`src/hdl/scan_result_dedup_best_select_macros.svh`:
```
// assertion macros for the scan result table
// no dependencies; included by files that carry concurrent checks
`ifndef SCAN_RESULT_DEDUP_BEST_SELECT_MACROS_SVH
`define SCAN_RESULT_DEDUP_BEST_SELECT_MACROS_SVH

`ifndef SYNTHESIS
// same-cycle implication, checked outside reset
`define SDBS_ASSERT_IMP(lbl, clk, rstn, ante, cons) \
  lbl: assert property (@(posedge clk) disable iff (!rstn) (ante) |-> (cons)) \
    else $error("sdbs check failed");
// next-cycle implication, checked outside reset
`define SDBS_ASSERT_NXT(lbl, clk, rstn, ante, cons) \
  lbl: assert property (@(posedge clk) disable iff (!rstn) (ante) |=> (cons)) \
    else $error("sdbs check failed");
`else
`define SDBS_ASSERT_IMP(lbl, clk, rstn, ante, cons)
`define SDBS_ASSERT_NXT(lbl, clk, rstn, ante, cons)
`endif

`endif

```
`src/hdl/sdbs_pkg.sv`:
```
// types, constants and helpers for the scan result table
// no dependencies
package sdbs_pkg;

  localparam int unsigned ADDR_W  = 48;
  localparam int unsigned LEVEL_W = 8;
  localparam int unsigned CLASS_W = 24;

  typedef enum logic [1:0] {
    CMD_CLEAR  = 2'd0,
    CMD_REPORT = 2'd1,
    CMD_FINISH = 2'd2
  } cmd_e;

  typedef enum logic [1:0] {
    ST_IDLE,
    ST_SCAN,
    ST_EMIT
  } state_e;

  // class of device fields of interest
  localparam logic [4:0] MAJOR_AUDIO      = 5'h04;
  localparam logic [5:0] MINOR_HEADSET    = 6'h01;
  localparam logic [5:0] MINOR_HANDSFREE  = 6'h02;
  localparam logic [5:0] MINOR_HEADPHONES = 6'h06;

  typedef struct packed {
    logic [ADDR_W-1:0]         addr;
    logic signed [LEVEL_W-1:0] level;
    logic [CLASS_W-1:0]        cls;
  } entry_t;

  typedef struct packed {
    logic                      scan_done;
    logic                      found;
    logic                      dropped;
    logic [ADDR_W-1:0]         best_addr;
    logic signed [LEVEL_W-1:0] best_level;
    logic [CLASS_W-1:0]        best_class;
  } rsp_t;

  function automatic logic is_audio_class(input logic [CLASS_W-1:0] cls);
    logic [4:0] major;
    logic [5:0] minor;
    major = cls[12:8];
    minor = cls[7:2];
    return (major == MAJOR_AUDIO) &&
           ((minor == MINOR_HEADSET) || (minor == MINOR_HANDSFREE) ||
            (minor == MINOR_HEADPHONES));
  endfunction

endpackage

```
`src/hdl/sdbs_req_if.sv`:
```
// request channel: command word with report payload
// depends on sdbs_pkg
interface sdbs_req_if import sdbs_pkg::*; ();
  logic                      valid;
  logic                      ready;
  logic [1:0]                command;
  logic [ADDR_W-1:0]         dev_addr;
  logic signed [LEVEL_W-1:0] signal_level;
  logic [CLASS_W-1:0]        class_code;

  modport source (output valid, command, dev_addr, signal_level, class_code, input ready);
  modport sink (input valid, command, dev_addr, signal_level, class_code, output ready);
endinterface

```
`src/hdl/sdbs_rsp_if.sv`:
```
// response channel: flags and current target
// depends on sdbs_pkg
interface sdbs_rsp_if import sdbs_pkg::*; ();
  logic                      valid;
  logic                      ready;
  logic                      scan_done;
  logic                      found;
  logic                      dropped;
  logic [ADDR_W-1:0]         best_addr;
  logic signed [LEVEL_W-1:0] best_level;
  logic [CLASS_W-1:0]        best_class;

  modport source (output valid, scan_done, found, dropped, best_addr, best_level,
                  best_class, input ready);
  modport sink (input valid, scan_done, found, dropped, best_addr, best_level,
                best_class, output ready);
endinterface

```
`src/hdl/scan_result_dedup_best_select.sv`:
```
// Scan result table with duplicate merging and best audio device selection.
// Every request word produces exactly one response word. A clear word empties
// the table; a report word merges into a matching address (only on a strictly
// stronger signal) or appends, and is dropped with the dropped flag when the
// table is full; a finish word walks the table in order and makes the first
// strongest headset, hands-free or headphone entry the target. All responses
// carry the current target. Table entries live in one synchronous memory with
// a single registered read port, one entry read per cycle. A report or finish
// word walks the entries in order, a report stopping early when it meets its
// address; clear and unused codes go straight to the emit state. Each response
// word is registered as the block returns to idle, and a full output register
// that is not taken holds the block in the emit state.
// A new word is accepted while the previous response still waits to be taken.
// No clearing pass is needed after reset: only entries below the fill count
// are ever read.
// depends on sdbs_pkg, sdbs_req_if, sdbs_rsp_if and the macros header
`include "scan_result_dedup_best_select_macros.svh"

module scan_result_dedup_best_select import sdbs_pkg::*; #(
  parameter int unsigned MAX_DEVICES = 32
) (
  input  logic          clk_i,
  input  logic          rst_ni,
  sdbs_req_if.sink      req_i,
  sdbs_rsp_if.source    rsp_o
);

  // index into the table and a count that can hold MAX_DEVICES itself
  localparam int unsigned IW = (MAX_DEVICES > 1) ? $clog2(MAX_DEVICES) : 1;
  localparam int unsigned CW = $clog2(MAX_DEVICES + 1);
  localparam logic [CW-1:0] MaxCount = CW'(MAX_DEVICES);

  // control state
  state_e                    state_q, state_d;
  logic [CW-1:0]             count_q, count_d;
  logic [CW-1:0]             idx_q, idx_d;
  logic                      pend_q, pend_d;
  logic                      found_q, found_d;
  logic                      dropped_q, dropped_d;
  logic                      out_valid_q, out_valid_d;
  logic [ADDR_W-1:0]         target_addr_q, target_addr_d;
  logic signed [LEVEL_W-1:0] target_level_q, target_level_d;
  logic [CLASS_W-1:0]        target_class_q, target_class_d;

  // latched request word and pipeline payload
  logic [1:0]                cmd_q, cmd_d;
  entry_t                    req_q, req_d;
  logic [IW-1:0]             pend_idx_q, pend_idx_d;
  rsp_t                      out_q, out_d;

  // table memory
  entry_t                    mem [MAX_DEVICES];
  entry_t                    rd_data_q;
  logic                      rd_en;
  logic [IW-1:0]             rd_idx;
  logic                      wr_en;
  logic [IW-1:0]             wr_idx;
  entry_t                    wr_data;

  logic                      in_accept;
  logic                      issue;
  logic                      hit;

  assign req_i.ready = (state_q == ST_IDLE);
  assign in_accept   = req_i.valid && req_i.ready;

  always_comb begin
    state_d        = state_q;
    count_d        = count_q;
    idx_d          = idx_q;
    pend_d         = pend_q;
    found_d        = found_q;
    dropped_d      = dropped_q;
    out_valid_d    = out_valid_q;
    target_addr_d  = target_addr_q;
    target_level_d = target_level_q;
    target_class_d = target_class_q;
    cmd_d          = cmd_q;
    req_d          = req_q;
    pend_idx_d     = pend_idx_q;
    out_d          = out_q;
    rd_en          = 1'b0;
    rd_idx         = idx_q[IW-1:0];
    wr_en          = 1'b0;
    wr_idx         = pend_idx_q;
    wr_data        = req_q;
    issue          = 1'b0;
    hit            = 1'b0;

    // response word taken downstream
    if (out_valid_q && rsp_o.ready) begin
      out_valid_d = 1'b0;
    end

    unique case (state_q)
      ST_IDLE: begin
        if (req_i.valid) begin
          cmd_d       = req_i.command;
          req_d.addr  = req_i.dev_addr;
          req_d.level = req_i.signal_level;
          req_d.cls   = req_i.class_code;
          idx_d       = '0;
          pend_d      = 1'b0;
          found_d     = 1'b0;
          dropped_d   = 1'b0;
          if (req_i.command == CMD_CLEAR) begin
            count_d = '0;
          end
          if (req_i.command == CMD_REPORT || req_i.command == CMD_FINISH) begin
            state_d = ST_SCAN;
          end else begin
            state_d = ST_EMIT;
          end
        end
      end

      ST_SCAN: begin
        // issue one read per cycle while entries remain
        issue = (idx_q < count_q);
        if (issue) begin
          rd_en      = 1'b1;
          idx_d      = idx_q + CW'(1);
          pend_d     = 1'b1;
          pend_idx_d = idx_q[IW-1:0];
        end else begin
          pend_d = 1'b0;
        end

        // finish: running best, first strongest wins on ties
        if (cmd_q == CMD_FINISH && pend_q && is_audio_class(rd_data_q.cls) &&
            (!found_q || ($signed(rd_data_q.level) > $signed(target_level_q)))) begin
          target_addr_d  = rd_data_q.addr;
          target_level_d = rd_data_q.level;
          target_class_d = rd_data_q.cls;
          found_d        = 1'b1;
        end

        hit = pend_q && (cmd_q == CMD_REPORT) && (rd_data_q.addr == req_q.addr);

        priority if (hit) begin
          // known address: merge only on a strictly stronger signal
          if ($signed(req_q.level) > $signed(rd_data_q.level)) begin
            wr_en  = 1'b1;
            wr_idx = pend_idx_q;
          end
          pend_d  = 1'b0;
          state_d = ST_EMIT;
        end else if (!issue && !pend_q) begin
          if (cmd_q == CMD_REPORT) begin
            if (count_q < MaxCount) begin
              wr_en   = 1'b1;
              wr_idx  = count_q[IW-1:0];
              count_d = count_q + CW'(1);
            end else begin
              dropped_d = 1'b1;
            end
          end
          state_d = ST_EMIT;
        end
      end

      ST_EMIT: begin
        // wait for the output register to free up
        if (!out_valid_q || rsp_o.ready) begin
          out_d.scan_done  = (cmd_q == CMD_FINISH);
          out_d.found      = found_q;
          out_d.dropped    = dropped_q;
          out_d.best_addr  = target_addr_q;
          out_d.best_level = target_level_q;
          out_d.best_class = target_class_q;
          out_valid_d      = 1'b1;
          state_d          = ST_IDLE;
        end
      end

      default: begin
        state_d = ST_IDLE;
      end
    endcase
  end

  always_ff @(posedge clk_i or negedge rst_ni) begin
    if (!rst_ni) begin
      state_q        <= ST_IDLE;
      count_q        <= '0;
      idx_q          <= '0;
      pend_q         <= 1'b0;
      found_q        <= 1'b0;
      dropped_q      <= 1'b0;
      out_valid_q    <= 1'b0;
      target_addr_q  <= '0;
      target_level_q <= '0;
      target_class_q <= '0;
    end else begin
      state_q        <= state_d;
      count_q        <= count_d;
      idx_q          <= idx_d;
      pend_q         <= pend_d;
      found_q        <= found_d;
      dropped_q      <= dropped_d;
      out_valid_q    <= out_valid_d;
      target_addr_q  <= target_addr_d;
      target_level_q <= target_level_d;
      target_class_q <= target_class_d;
    end
  end

  // payload registers, no reset
  always_ff @(posedge clk_i) begin
    cmd_q      <= cmd_d;
    req_q      <= req_d;
    pend_idx_q <= pend_idx_d;
    out_q      <= out_d;
  end

  // table memory: one write port, one registered read port
  always_ff @(posedge clk_i) begin
    if (wr_en) begin
      mem[wr_idx] <= wr_data;
    end
  end

  always_ff @(posedge clk_i) begin
    if (rd_en) begin
      rd_data_q <= mem[rd_idx];
    end
  end

  // response port
  assign rsp_o.valid      = out_valid_q;
  assign rsp_o.scan_done  = out_q.scan_done;
  assign rsp_o.found      = out_q.found;
  assign rsp_o.dropped    = out_q.dropped;
  assign rsp_o.best_addr  = out_q.best_addr;
  assign rsp_o.best_level = out_q.best_level;
  assign rsp_o.best_class = out_q.best_class;

  // checks
  `SDBS_ASSERT_IMP(a_count_bound, clk_i, rst_ni, 1'b1, count_q <= MaxCount)
  `SDBS_ASSERT_IMP(a_write_in_scan, clk_i, rst_ni, wr_en, state_q == ST_SCAN)
  `SDBS_ASSERT_IMP(a_found_only_finish, clk_i, rst_ni, out_valid_q && out_q.found,
                   out_q.scan_done)
  `SDBS_ASSERT_IMP(a_drop_not_finish, clk_i, rst_ni, out_valid_q && out_q.dropped,
                   !out_q.scan_done && !out_q.found)
  `SDBS_ASSERT_NXT(a_clear_empties, clk_i, rst_ni,
                   in_accept && (req_i.command == CMD_CLEAR), count_q == '0)

endmodule

```
`src/flat_wrapper.sv`:
```
// flat-port wrapper written by rule: the top's interface ports become plain ports
module scan_result_dedup_best_select_flat import sdbs_pkg::*;
#(
  parameter int unsigned MAX_DEVICES = 32
)
  (clk_i, rst_ni, req_i_valid, req_i_command, req_i_dev_addr, req_i_signal_level, req_i_class_code, req_i_ready, rsp_o_valid, rsp_o_scan_done, rsp_o_found, rsp_o_dropped, rsp_o_best_addr, rsp_o_best_level, rsp_o_best_class, rsp_o_ready);
  sdbs_req_if req_i_i ();
  sdbs_rsp_if rsp_o_i ();
  input  logic clk_i;
  input  logic rst_ni;
  input wire logic [$bits(req_i_i.valid)-1:0] req_i_valid;
  input wire logic [$bits(req_i_i.command)-1:0] req_i_command;
  input wire logic [$bits(req_i_i.dev_addr)-1:0] req_i_dev_addr;
  input wire logic [$bits(req_i_i.signal_level)-1:0] req_i_signal_level;
  input wire logic [$bits(req_i_i.class_code)-1:0] req_i_class_code;
  output wire logic [$bits(req_i_i.ready)-1:0] req_i_ready;
  output wire logic [$bits(rsp_o_i.valid)-1:0] rsp_o_valid;
  output wire logic [$bits(rsp_o_i.scan_done)-1:0] rsp_o_scan_done;
  output wire logic [$bits(rsp_o_i.found)-1:0] rsp_o_found;
  output wire logic [$bits(rsp_o_i.dropped)-1:0] rsp_o_dropped;
  output wire logic [$bits(rsp_o_i.best_addr)-1:0] rsp_o_best_addr;
  output wire logic [$bits(rsp_o_i.best_level)-1:0] rsp_o_best_level;
  output wire logic [$bits(rsp_o_i.best_class)-1:0] rsp_o_best_class;
  input wire logic [$bits(rsp_o_i.ready)-1:0] rsp_o_ready;
  assign req_i_i.valid = req_i_valid;
  assign req_i_i.command = req_i_command;
  assign req_i_i.dev_addr = req_i_dev_addr;
  assign req_i_i.signal_level = req_i_signal_level;
  assign req_i_i.class_code = req_i_class_code;
  assign req_i_ready = req_i_i.ready;
  assign rsp_o_valid = rsp_o_i.valid;
  assign rsp_o_scan_done = rsp_o_i.scan_done;
  assign rsp_o_found = rsp_o_i.found;
  assign rsp_o_dropped = rsp_o_i.dropped;
  assign rsp_o_best_addr = rsp_o_i.best_addr;
  assign rsp_o_best_level = rsp_o_i.best_level;
  assign rsp_o_best_class = rsp_o_i.best_class;
  assign rsp_o_i.ready = rsp_o_ready;
  scan_result_dedup_best_select #(.MAX_DEVICES(MAX_DEVICES)) u_core (.clk_i(clk_i), .rst_ni(rst_ni), .req_i(req_i_i), .rsp_o(rsp_o_i));
endmodule
```
`config.mk`:
```
export PLATFORM = sky130hd
export DESIGN_NAME = scan_result_dedup_best_select_flat
export DESIGN_NICKNAME = d
export VERILOG_FILES = /design/src/hdl/sdbs_pkg.sv /design/src/hdl/sdbs_req_if.sv /design/src/hdl/sdbs_rsp_if.sv /design/src/hdl/scan_result_dedup_best_select.sv /design/src/flat_wrapper.sv
export VERILOG_INCLUDE_DIRS = /design/src /design/src/hdl
export SDC_FILE = /design/constraint.sdc
export NUM_CORES = 2
export LEC_CHECK = 0
export BUFFER_PORTS_ARGS = -buffer_cell sky130_fd_sc_hd__buf_2
export CAP_MARGIN = 20
export CORE_MARGIN = 3
export CORE_UTILIZATION = 35
export CTS_CLUSTER_SIZE = 10
export DETAILED_ROUTE_END_ITERATION = 8
export HOLD_SLACK_MARGIN = 0.06
export PLACE_DENSITY_LB_ADDON = 0.08
export SKIP_CTS_REPAIR_TIMING = 1
export SKIP_LAST_GASP = 1
export SLEW_MARGIN = 15
export SYNTH_ARGS = -nofsm -noshare
export SYNTH_HDL_FRONTEND = slang
export SYNTH_SLANG_ARGS = --single-unit
```
`constraint.sdc`:
```
create_clock -name clk_i -period 18.2 [get_ports clk_i]
set_clock_uncertainty 0.15 [all_clocks]
set_input_delay 2.73 -clock clk_i [delete_from_list [all_inputs] [get_ports clk_i]]
set_output_delay 2.73 -clock clk_i [all_outputs]
set_load 0.02 [all_outputs]
```
==> metrics.txt <==
outcome=completed; R2R depth=10; CP Data Arrival Time=7280 ps; layout cell share with drive strength beyond 1=34.2%; Worst path slowest cell=edfxtp_1; synth unique cells=50; Die Y=565 um; endpoint class of the critical path=register; syn_nets=4471; global-route wire length before repair=431000 um; # DRC=0; Seq cells post-synth=2908; Longest Clk Path Bufs=4; Slew Viols, Final=0; Pwr Density=between 100 and 150 nW/um^2; Crit path depth=10; Leakage=38.9 nW; First-pass DRT Iterations=7; Main synth FF type=edfxtp_1; FMAX=0.144 GHz; minimum clock period=6940 ps; startpoint types=register; Post-synth EDFFs=2810; asr flop ratio synth=about 3.4%; Hold Crit Class=reg -> reg; largest cells by area after synthesis=edfxtp_1 (77%), mux4_2 (16%), dfrtp_1 (2.2%); Routed WL=around 310000 um; flop-to-flop setup slack=11260 ps; antenna violations before repair=26; Synth top area share=77.1%; endpoints failing setup=0; critical path required time=18540 ps; Final #Nets=4982; Total GRT Usage=between 15 and 20%; Final Hold Fails=0; GRT overflow=0; Clk Latency, worst-skew pair=roughly 930 ps; Core Area=310000 um^2; initial detailed-routing violation count=4272; area grow syn2layout=15.8%; hold path depth=0; drt wl/cell=33.6 um; clock tree sinks=2908; reported max-cap violation count=0; Vias=49100; Fillers=26900; sum of buffers and inverters on the critical path=3; vias per inst=5.32; syn_area_per_cell=25.1 um^2; H-tree depth=5; TritonCTS clock tree=built; CTS clk-pin slew, worst paths=60 ps; Std-Cell Rows=204; HPWL after DPL=165000 um; Worst path most repeated cell=buf_4; root buffer cell=clkbuf_16; Post-Syn Area=109000 um^2; post-layout power=about 0.017 W; Die ar.=319000 um^2; YS warnings=0; unrepaired setup endpoints after global routing=false; VDD IR max=~150 uV; critical setup path kind=reg -> reg; largest net degree at the start of global routing=112; Gate Count Post-Synth=4361; die width=565 um; vias in the first global route=51700; CP peak stage delay=~980 ps; Tcrit/Tclk final=38.1%; Slew Limit Headroom=20.9%; worst-path fanout max=41; largest area contributor in the netlist=edfxtp_1; starting density of the core=a little over a third; post-route ant nets=0; crit path cell chain=xor2_1, nor4_1, nand4_1, or4_1, a311oi_4, a31oi_2, buf_4, nor2_4, buf_4, buf_4; Inserted Clock Buffers=341; pin slew with the least headroom to its limit=1170 ps; port buffer count=between 150 and 200; Placer Congestion=around 0.74; IO Pins=roughly 170; Final TNS setup=0 ps; Seq/Total Area, Yosys=79.4%; Worst path top cell family by delay=simple AND/OR/NAND/NOR gates
-- through the flow --
step	utilization (%)	worst slack (ps)	hold slack (ps)	instances	instance area, um^2
after floorplan	-	10970	267	4361	109000
after global placement	37.5	11230	278	8625	116000
after detailed placement	37.5	11070	278	8634	116000
after CTS	40.8	10960	290	9209	126000
after global routing	40.9	11090	299	9227	127000
final	40.9	11260	293	9230	127000
-- per-layer routing --
metal	GRT usage, %	wire [um]	up-vias
li1	-	-	19800
met1	27.8	138000	27500
met2	31.7	152000	1339
met3	2.67	14100	379
met4	3.97	5890	0
met5	0	0	-
-- state kept, by name (all words and copies together) (netlist names) --
name,cells
u_core.target_level_q,8
u_core.rsp_o.best_class,24
u_core.rsp_o.dropped,1
u_core.rsp_o.best_level,8
u_core.mem,2560
u_core.idx_q,6
u_core.found_q,1
u_core.rsp_o.best_addr,48
u_core.dropped_q,1
u_core.cmd_q,2
u_core.rd_data_q,80
u_core.pend_idx_q,5
u_core.target_class_q,24
u_core.pend_q,1
u_core.count_q,6
u_core.rsp_o.scan_done,1
u_core.rsp_o.valid,1
u_core.state_q,2
u_core.rsp_o.found,1
u_core.req_q,80
u_core.target_addr_q,48
-- where the power goes --
part | leakage (nW) | internal [W] | switching (W)
logic | 7.42 | 0.00143 | 0.00167
registers | 26.7 | 0.00780 | 0.000196
clock network | 4.81 | 0.00359 | 0.00267
-- cell type report --
type                            instances  area (um^2)  area share [%]
Inverter                               32          133           0.105
Clock buffer                          531         9420            7.43
Sequential cell                      2908        86900            68.5
Antenna cell                            6         15.0          0.0118
Timing Repair Buffer                  367         2620            2.06
Tap cell                             4120         5150            4.07
Multi-Input combinational cell       1222        21900            17.3
Clock inverter                         44          661           0.521
-- cell usage in the layout, fill, tap and decap left out, drive strengths merged, types with 4 or more instances in the layout --
cell type     n
clkinv       30
nor2b        15
mux2        145
o21ai        13
nor2         46
nor3          8
nand2b        4
ha           24
nand2        17
xor2         48
inv          42
mux4        800
diode         6
edfxtp     2810
nand4         5
dfrtp        98
nand3        14
clkbuf      531
buf         367
nor4         14
a41oi         6
xnor2         5
mux2i        10
a21oi        16
-- cell families after synthesis --
logic type | after synthesis | share of synthesized area, %
fa+ha+maj | 24 | 0.274
mux | 955 | 18.0
xor+xnor | 53 | 0.424
buf+inv | 231 | 0.900
compound gates | 54 | 0.372
simple gates | 136 | 0.629
flops | 2908 | 79.4
-- path summary, 6_finish.rpt --
check | to | start
setup / recovery | u_core.mem[7][18] | u_core.req_q[63]
hold / removal | u_core.rsp_o.best_class[5] | u_core.target_class_q[5]
setup reg to reg | u_core.mem[7][18] | u_core.req_q[63]
hold reg to reg | u_core.rsp_o.best_class[5] | u_core.target_class_q[5]
max in group asynchronous | u_core.idx_q[0] | rst_ni
min in group asynchronous | u_core.target_class_q[9] | rst_ni
-- cell usage after synthesis, drive strengths merged, types with 3 or more instances --
cell,n
nor3,8
dfrtp,98
xnor2,5
o21a,3
a21oi,16
nor4,14
o21ai,13
mux2i,10
nand2,17
nand3,14
mux4,800
a21o,3
a41oi,6
a31oi,3
clkbuf,116
inv,32
xor2,48
nand4,5
ha,24
buf,83
mux2,145
nor2,46
nor2b,15
edfxtp,2810
nand2b,4
a32oi,3
Power figures use the tool's default switching activity.
